[config.mk]
export PLATFORM = sky130hd
export DESIGN_NAME = lru_sheet_cache
export DESIGN_NICKNAME = d
export VERILOG_FILES = /design/src/rtl/core/lsc_pkg.sv /design/src/rtl/core/lsc_dir.sv /design/src/rtl/core/lru_sheet_cache.sv
export SDC_FILE = /design/constraint.sdc
export NUM_CORES = 1
export LEC_CHECK = 0
export BUFFER_PORTS_ARGS = -buffer_cell sky130_fd_sc_hd__buf_2
export CAP_MARGIN = 30
export CORE_MARGIN = 10
export CORE_UTILIZATION = 40
export DETAILED_ROUTE_END_ITERATION = 10
export PLACE_DENSITY = 0.7
export SLEW_MARGIN = 20
export SYNTH_ARGS = -nofsm -noshare
export SYNTH_HDL_FRONTEND = slang
export SYNTH_HIERARCHICAL = 1
export SYNTH_SLANG_ARGS = --single-unit
[constraint.sdc]
create_clock -name clock -period 3.3 [get_ports clock]
set_input_delay 0.33 -clock clock [delete_from_list [all_inputs] [get_ports clock]]
set_output_delay 0.33 -clock clock [all_outputs]
set_load 0.01 [all_outputs]
[src/rtl/core/lsc_pkg.sv]
// Package for the sheet cache directory: sizes, outcome codes and the result record.
package lsc_pkg;

   localparam int ENTRIES = 4;
   localparam int TOP     = ENTRIES - 1;
   localparam int IDX_W   = $clog2(ENTRIES);
   localparam int KEY_W   = 8;
   localparam int POS_W   = 2;

   typedef enum logic [1:0] {
      OUTCOME_HIT    = 2'd0,
      OUTCOME_INSERT = 2'd1,
      OUTCOME_FAIL   = 2'd2
   } outcome_type;

   typedef struct packed {
      outcome_type        outcome;
      logic [POS_W-1:0]   hit_position;
      logic               evict_valid;
      logic [KEY_W-1:0]   evict_tile_size;
      logic [KEY_W-1:0]   evict_sheet_number;
   } result_type;

endpackage

[src/rtl/core/lsc_dir.sv]
// Cache directory: slot registers in recency order, key match and LRU reorder.
module lsc_dir (
   input  logic                       clock,
   input  logic                       reset,
   input  logic                       lookup_en,
   input  logic [lsc_pkg::KEY_W-1:0]  tile_size,
   input  logic [lsc_pkg::KEY_W-1:0]  sheet_number,
   input  logic                       load_ok,
   output lsc_pkg::result_type        result
);
   import lsc_pkg::*;

   logic [ENTRIES-1:0] valid_ff;
   logic [ENTRIES-1:0] valid_in;
   logic [KEY_W-1:0]   tile_ff  [ENTRIES];
   logic [KEY_W-1:0]   tile_in  [ENTRIES];
   logic [KEY_W-1:0]   sheet_ff [ENTRIES];
   logic [KEY_W-1:0]   sheet_in [ENTRIES];

   logic [ENTRIES-1:0] match;
   logic [IDX_W-1:0]   hit_idx;
   logic [IDX_W-1:0]   shift_from;
   logic               hit;
   logic               update;

   // Lowest matching slot wins; scan from the top so the oldest match is kept.
   always_comb begin
      match   = '0;
      hit_idx = '0;
      for (int i = 0; i < ENTRIES; i++) begin
         match[i] = valid_ff[i] && (tile_ff[i] == tile_size) && (sheet_ff[i] == sheet_number);
      end
      for (int i = ENTRIES - 1; i >= 0; i--) begin
         if (match[i]) begin
            hit_idx = IDX_W'(i);
         end
      end
   end

   assign hit        = |match;
   assign update     = lookup_en && (hit || load_ok);
   assign shift_from = hit ? hit_idx : '0;

   // Slots at or above shift_from move down one; the top slot takes the key.
   always_comb begin
      for (int j = 0; j < TOP; j++) begin
         if (update && (IDX_W'(j) >= shift_from)) begin
            valid_in[j] = valid_ff[j+1];
            tile_in[j]  = tile_ff[j+1];
            sheet_in[j] = sheet_ff[j+1];
         end else begin
            valid_in[j] = valid_ff[j];
            tile_in[j]  = tile_ff[j];
            sheet_in[j] = sheet_ff[j];
         end
      end
      if (update) begin
         valid_in[TOP] = 1'b1;
         tile_in[TOP]  = tile_size;
         sheet_in[TOP] = sheet_number;
      end else begin
         valid_in[TOP] = valid_ff[TOP];
         tile_in[TOP]  = tile_ff[TOP];
         sheet_in[TOP] = sheet_ff[TOP];
      end
   end

   always_comb begin
      result.outcome            = hit ? OUTCOME_HIT : (load_ok ? OUTCOME_INSERT : OUTCOME_FAIL);
      result.hit_position       = hit ? POS_W'(hit_idx) : '0;
      result.evict_valid        = !hit && load_ok && valid_ff[0];
      result.evict_tile_size    = result.evict_valid ? tile_ff[0] : '0;
      result.evict_sheet_number = result.evict_valid ? sheet_ff[0] : '0;
   end

   always_ff @(posedge clock) begin
      if (reset) begin
         valid_ff <= '0;
      end else begin
         valid_ff <= valid_in;
      end
   end

   // Keys are only observed through valid slots.
   always_ff @(posedge clock) begin
      for (int j = 0; j < ENTRIES; j++) begin
         tile_ff[j]  <= tile_in[j];
         sheet_ff[j] <= sheet_in[j];
      end
   end

`ifndef NO_ASSERTIONS
   // Keys in the directory are unique, so a lookup matches at most one slot.
   a_single_match: assert property (@(posedge clock) disable iff (reset)
      lookup_en |-> $onehot0(match))
      else $error("lsc_dir: key present in more than one slot");

   // Valid slots always form a run ending at the most recent slot.
   a_valid_suffix: assert property (@(posedge clock) disable iff (reset)
      (valid_ff[TOP-1:0] & ~valid_ff[TOP:1]) == '0)
      else $error("lsc_dir: hole in valid slots");

   a_top_filled: assert property (@(posedge clock) disable iff (reset)
      update |=> valid_ff[TOP])
      else $error("lsc_dir: most recent slot empty after update");

   a_fail_holds: assert property (@(posedge clock) disable iff (reset)
      (lookup_en && !hit && !load_ok) |=> $stable(valid_ff))
      else $error("lsc_dir: failed load changed the directory");
`endif

endmodule

[src/rtl/core/lru_sheet_cache.sv]
// Top level: request register, cache directory and response register.
// A request waits in the request register, then moves into the response register.
// One request per cycle while results are taken; match and reorder are combinational.
// The request register can take one new request while a result waits to be taken.
// Reset (synchronous, active high) empties both registers and invalidates all slots.
module lru_sheet_cache (
   input  logic                       clock,
   input  logic                       reset,
   input  logic                       req_valid,
   output logic                       req_ready,
   input  logic [lsc_pkg::KEY_W-1:0]  req_tile_size,
   input  logic [lsc_pkg::KEY_W-1:0]  req_sheet_number,
   input  logic                       req_load_ok,
   output logic                       rsp_valid,
   input  logic                       rsp_ready,
   output logic [1:0]                 rsp_outcome,
   output logic [lsc_pkg::POS_W-1:0]  rsp_hit_position,
   output logic                       rsp_evict_valid,
   output logic [lsc_pkg::KEY_W-1:0]  rsp_evict_tile_size,
   output logic [lsc_pkg::KEY_W-1:0]  rsp_evict_sheet_number
);
   import lsc_pkg::*;

   logic              in_valid_ff;
   logic              in_valid_in;
   logic [KEY_W-1:0]  in_tile_ff;
   logic [KEY_W-1:0]  in_sheet_ff;
   logic              in_load_ok_ff;
   logic              rsp_valid_ff;
   logic              rsp_valid_in;
   result_type        rsp_ff;
   result_type        dir_result;
   logic              advance;
   logic              req_xfer;

   // The held request is looked up in the cycle it moves into the response register.
   assign advance   = in_valid_ff && (!rsp_valid_ff || rsp_ready);
   assign req_ready = !in_valid_ff || advance;
   assign req_xfer  = req_valid && req_ready;

   assign in_valid_in  = req_xfer ? 1'b1 : (advance ? 1'b0 : in_valid_ff);
   assign rsp_valid_in = advance ? 1'b1 : (rsp_ready ? 1'b0 : rsp_valid_ff);

   lsc_dir u_dir (
      .clock        (clock),
      .reset        (reset),
      .lookup_en    (advance),
      .tile_size    (in_tile_ff),
      .sheet_number (in_sheet_ff),
      .load_ok      (in_load_ok_ff),
      .result       (dir_result)
   );

   always_ff @(posedge clock) begin
      if (reset) begin
         in_valid_ff  <= 1'b0;
         rsp_valid_ff <= 1'b0;
      end else begin
         in_valid_ff  <= in_valid_in;
         rsp_valid_ff <= rsp_valid_in;
      end
   end

   always_ff @(posedge clock) begin
      if (req_xfer) begin
         in_tile_ff    <= req_tile_size;
         in_sheet_ff   <= req_sheet_number;
         in_load_ok_ff <= req_load_ok;
      end
      if (advance) begin
         rsp_ff <= dir_result;
      end
   end

   assign rsp_valid              = rsp_valid_ff;
   assign rsp_outcome            = rsp_ff.outcome;
   assign rsp_hit_position       = rsp_ff.hit_position;
   assign rsp_evict_valid        = rsp_ff.evict_valid;
   assign rsp_evict_tile_size    = rsp_ff.evict_tile_size;
   assign rsp_evict_sheet_number = rsp_ff.evict_sheet_number;

endmodule

== Word-level counts from Yosys, hierarchy flattened ==
Memory sizes are Yosys's and may differ from the RTL's.
Cells that the tools add are included.
Widths: inputs -> output; s select.
Storage, ports and cells
  flip-flop bits (word level): 44
  bits in writable memories: 64
  input bits: 21
  output and inout port bits: 23
  logic and storage cells: 70
  memories: 2
Operators by class
  magnitude comparators: 3
  equality and inequality tests: 8
  muxes and demuxes: 18
  reductions and logical operators: 25
Memory list
  u_dir.sheet_ff: words 4, bits a word 8, rd ports 4, clocked after memory_dff 0, wr ports 4, RTL line lsc_dir.sv:17  | logic [KEY_W-1:0] sheet_ff [ENTRIES];
  u_dir.tile_ff: words 4, bits a word 8, rd ports 4, clocked after memory_dff 0, wr ports 4, RTL line lsc_dir.sv:15  | logic [KEY_W-1:0] tile_ff [ENTRIES];
Operator list (number)
  $eq 8x8->1: 8
  $mux 8: 8
  $logic_and 1x1->1: 16
  $mux 2: 6
  $ge 1x2->1 const A: 2
  $mux 1: 4
  $reduce_bool 2->1: 2
  $reduce_or 4->1: 1
  $logic_not 1->1: 3
  $logic_or 1x1->1: 3
  $ge 2x2->1 const A: 1

== Logic depth before layout (Yosys ltp) ==
  depth after elaboration: 11
  depth in mapped cells: 9

== By module ==
The synthesis kept the hierarchy.
By module, submodules not included
  lsc_dir: instances 1, cells each 207, area each 3066.7 µm², seq. area each 2001.9 µm²
  lru_sheet_cache: instances 1, cells each 48, area each 1244.9 µm², seq. area each 1181.1 µm²

== Worst setup path after synthesis ==
Ideal clock, no wire load.
  kind: flip-flop to flip-flop
  from: reg, netlist name in_sheet_ff[0]
  to: mem u_dir.sheet_ff[3][0], enable pin
  setup time: 0.390 ns
  arrival time: 2.474 ns
  data required time: 2.910 ns
  path slack: 0.436 ns
  cell stages (with the launch flop): 8
  buffers on the path: 0
  clock period less this slack: 2.864 ns
  path through: edfxtp_1 -> xor2_1 -> nor4_1 -> nand2_1 -> or4_4 -> nand2_4 -> nor3_1 -> nor2b_1
RTL lines (RTL line)
  end, declared: lsc_dir.sv:17

==> results list <==
- # port buffers: 43
- The worst setup path is launched from a flop.
- In this run the cell area of the synthesized design comes to 4310 sq um.
* Clock Skew: ~0.010 ns
* Largest area contributor in the synthesized netlist: edfxtp_1
* Clock slew at the register clock pins of the worst setup and hold paths: about 0.10 ns
- After synthesis, the most frequently instantiated cells are 102 x edfxtp_1, 48 x xnor2_1, 16 x xor2_1, 10 x and2_4, 9 x nand4_1.
- Subtracting the final worst setup slack from the clock period gives about 2.7 ns.
- The most common cell in the synthesized netlist is edfxtp_1.
- The endpoint identified for the worst register-to-register timing path is u_dir/tile_ff[3][2].
- Slew HR: 0.616
- Part of the Yosys area used for sequential elements: 0.738
- Critical Path RT: 3.36 ns
- Synthesized area per cell: 16.9 sq um
- Unrepaired setup endpoints after global routing: false
* Overall Global Routing Usage: 0.0984
* Share of layout cells above drive strength 1: 0.276
- The first global-routing pass estimated between 10,000 and 15,000 um of wire.
- In this run the register-to-register setup slack is 0.63 ns.
- In the synthesized netlist the dominant register cell turns out to be edfxtp_1.
* Final Hold Violating Endpoints: 0
- The later pin in the worst-skew pair is clocked with a latency of 0.37 ns.
- Dividing the final minimum period by the clock period gives 0.810.
* Number of buffers added by the clock tree synthesis step: 9
- The area growth from synthesis to layout is 14.2%.
* Count of vias placed by the detailed router: 2,086
- Hold Buf Count CTS: 0
- The analysis attributes to cell leakage a power of ~1.7 nW.
- In this run the core area contains 37 standard-cell rows.
- The die is 124 um tall.
- Across the run, the number of max-cap violations was 0.
- Number of endpoints failing setup at the final stage: 0
- After the flow finishes, the layout carries non-filler instances totaling 448.
* VDD IR max: ~0.00023 V
* Depth of the worst register-to-register path: 8
- Share of the synthesized area in the top cell type: 0.710
- The die covers 15,300 sq um.
* Post-detailed-route count of antenna-violating nets: 0
- Max-slew violation count: 0
- The flow ran to the end, and the final reports show no timing, DRC or antenna violations.
- Nets in the synthesized netlist: 276
* Dpl cell area: 4690 sq um
- Classification of the worst setup path: flop to flop
- Initial antenna violation count: 0
- After detailed routing, the number of remaining DRC violations is 0.
- In this run the worst hold path is classified as primary input to flop.
- F_max: 374 MHz
* Area of the core: 10,400 sq um
* Number of iterations in the first detailed-routing pass: 5
- At the worst endpoint, the arrival time is 2.74 ns.
* Final core utilization: 0.473
- Start of the worst register-to-register path: in_sheet_ff[0]
- The via count of the first global-routing pass was between 2,000 and 2,500.
- CTS placed an instance of clkbuf_8 at the clock tree root.
- Pin count of the biggest net entering global routing: 27
* Total grt overflow: 0
* Synth cell types: 28
* Starting utilization of the core area: 0.414
- Buffers added to address setup during post-CTS repair amount to 0.
- The longest clock path from root to sink contains 2 buffers.
- Final Wtd Congestion: 0.847
- DR iter-0 viols: 131
- The critical path ends at u_dir/tile_ff[3][2].
- The HPWL after detailed placement is 5370 um.
- Register bit total from synthesis: 108
* Share of flip-flops with an asynchronous set or reset: 0
- In the routed layout, each cell is associated on average with a via count of 4.66.
- Total Wirelength: 6950 um
- Count of nets after finishing: 328
* Clock tree from TritonCTS: done
- Sinks on the clock net: 108
- Sum of negative setup slack: 0 ns
* Die outline width: between 100 and 150 um
- The finished cells cover ~4900 sq um.
- Power, Total: between 2 and 3 mW
- Power spread over the standard cell area amounts to 531 nW/um^2.
- Tracing the worst setup path back leads to its startpoint at in_sheet_ff[0].
- Number of instances in the synthesized netlist: between 200 and 300
- The number of antenna diodes in the final layout is 0.
* Worst-path maximum fanout: 16
* Area contributors post-synth: edfxtp_1 71%, xnor2_1 9.8%, xor2_1 3.3%
* Inst Count DP: 432
* Total number of yosys warnings: 6
* Total number of H-tree levels: 3
- After detailed routing, the average wire length per cell comes to roughly 16 um.
- I/O pin count: 44
- For the pin with the worst max-slew slack, the measured transition is 0.574 ns.
* Number of synthesized flops with an enable pin: 102
- Kind of end point of the critical path: flop
* Count of instances resized after the clock tree is built: 0
placed cells by master, fill, tap and decap left out, drive strengths merged, types with 4 or more instances in the layout:
cell    synthesis  final
nor4            8      8
xor2           16     16
nand3           6      6
nand4           9      9
buf             1     46
nand2           7      7
dfxtp           6      6
xnor2          48     48
and2           20     20
clkbuf          4      9
edfxtp        102    102
nand2b          6      6
inv             3      7
nor3            4      4
layer usage:
metal	vias to the layer above	GRT usage	routed length, um
li1	1039	-	-
met1	976	0.131	3350
met2	63	0.145	3040
met3	8	0.0244	454
met4	0	0.0524	108
met5	-	0	0
kinds of logic (layout without fill, tap and decap cells):
family                    Yosys count  after routing  synth area share
and+or+nand+nor                    64             64             0.104
xor gates and xnor gates           64             64             0.130
buffers and inverters               8             65           0.00870
DFF                               108            108             0.738
AOI/OAI and AO/OA                   8              8            0.0122
muxes                               3              3           0.00696
registers in the layout, summed over array words and instances, names as in the netlist, 2 cells and up:
register	count
rsp_evict_sheet_number	8
u_dir/sheet_ff	32
u_dir/valid_ff	4
in_tile_ff	8
rsp_outcome	2
rsp_evict_tile_size	8
in_sheet_ff	8
u_dir/tile_ff	32
rsp_hit_position	2
worst max-delay path, stage by stage, from the launching register on:
cell,delay [ns]
edfxtp_1,0.52
xor2_1,0.21
nor4_1,0.36
nand2_1,0.15
or4_4,0.57
nand2_4,0.11
nor3_1,0.07
nor2b_1,0.13
buf_4,0.25
layout make-up:
class / instances / area [sq um]
Fill cell: 906 / 5490
Timing Repair Buffer: 46 / 238
Sequential cell: 108 / 3180
Clock inverter: 7 / 106
Tap cell: 136 / 170
Multi-Input combinational cell: 139 / 1090
Clock buffer: 9 / 124
Inverter: 3 / 11.3
through the flow:
| step | hold slack (ns) | worst slack (ns) |
|---|---|---|
| after floorplan | 0.392 | 0.436 |
| after global placement | 0.453 | 0.739 |
| after detailed placement | 0.455 | 0.638 |
| after CTS | 0.113 | 0.599 |
| after global routing | 0.103 | 0.455 |
| final | 0.130 | 0.626 |
worst min path at each step:
| stage | from | to | slack, ns | cells past startpoint |
|---|---|---|---|---|
| 5_1_grt | req_sheet_number[7] | in_sheet_ff[7] | 0.10 | 1 |
| 4_1_cts | req_sheet_number[7] | in_sheet_ff[7] | 0.11 | 1 |
| 3_5_place_dp | u_dir/tile_ff[3][1] | u_dir/tile_ff[2][1] | 0.46 | 0 |
| 6_report | req_sheet_number[7] | in_sheet_ff[7] | 0.13 | 1 |
| 2_1_floorplan | reset | in_valid_ff | 0.39 | 1 |
| 3_3_place_gp | u_dir/tile_ff[3][3] | u_dir/tile_ff[2][3] | 0.45 | 0 |
power by group:
| group | switching (mW) | internal, mW | leakage, nW |
|---|---|---|---|
| Clock | 0.454 | 0.442 | 0.117 |
| Sequential | 0.0443 | 1.55 | 1.00 |
| Combinational | 0.0646 | 0.0626 | 0.553 |
| Total | 0.563 | 2.05 | 1.67 |
Note: power is estimated with default switching activity, not from simulation.
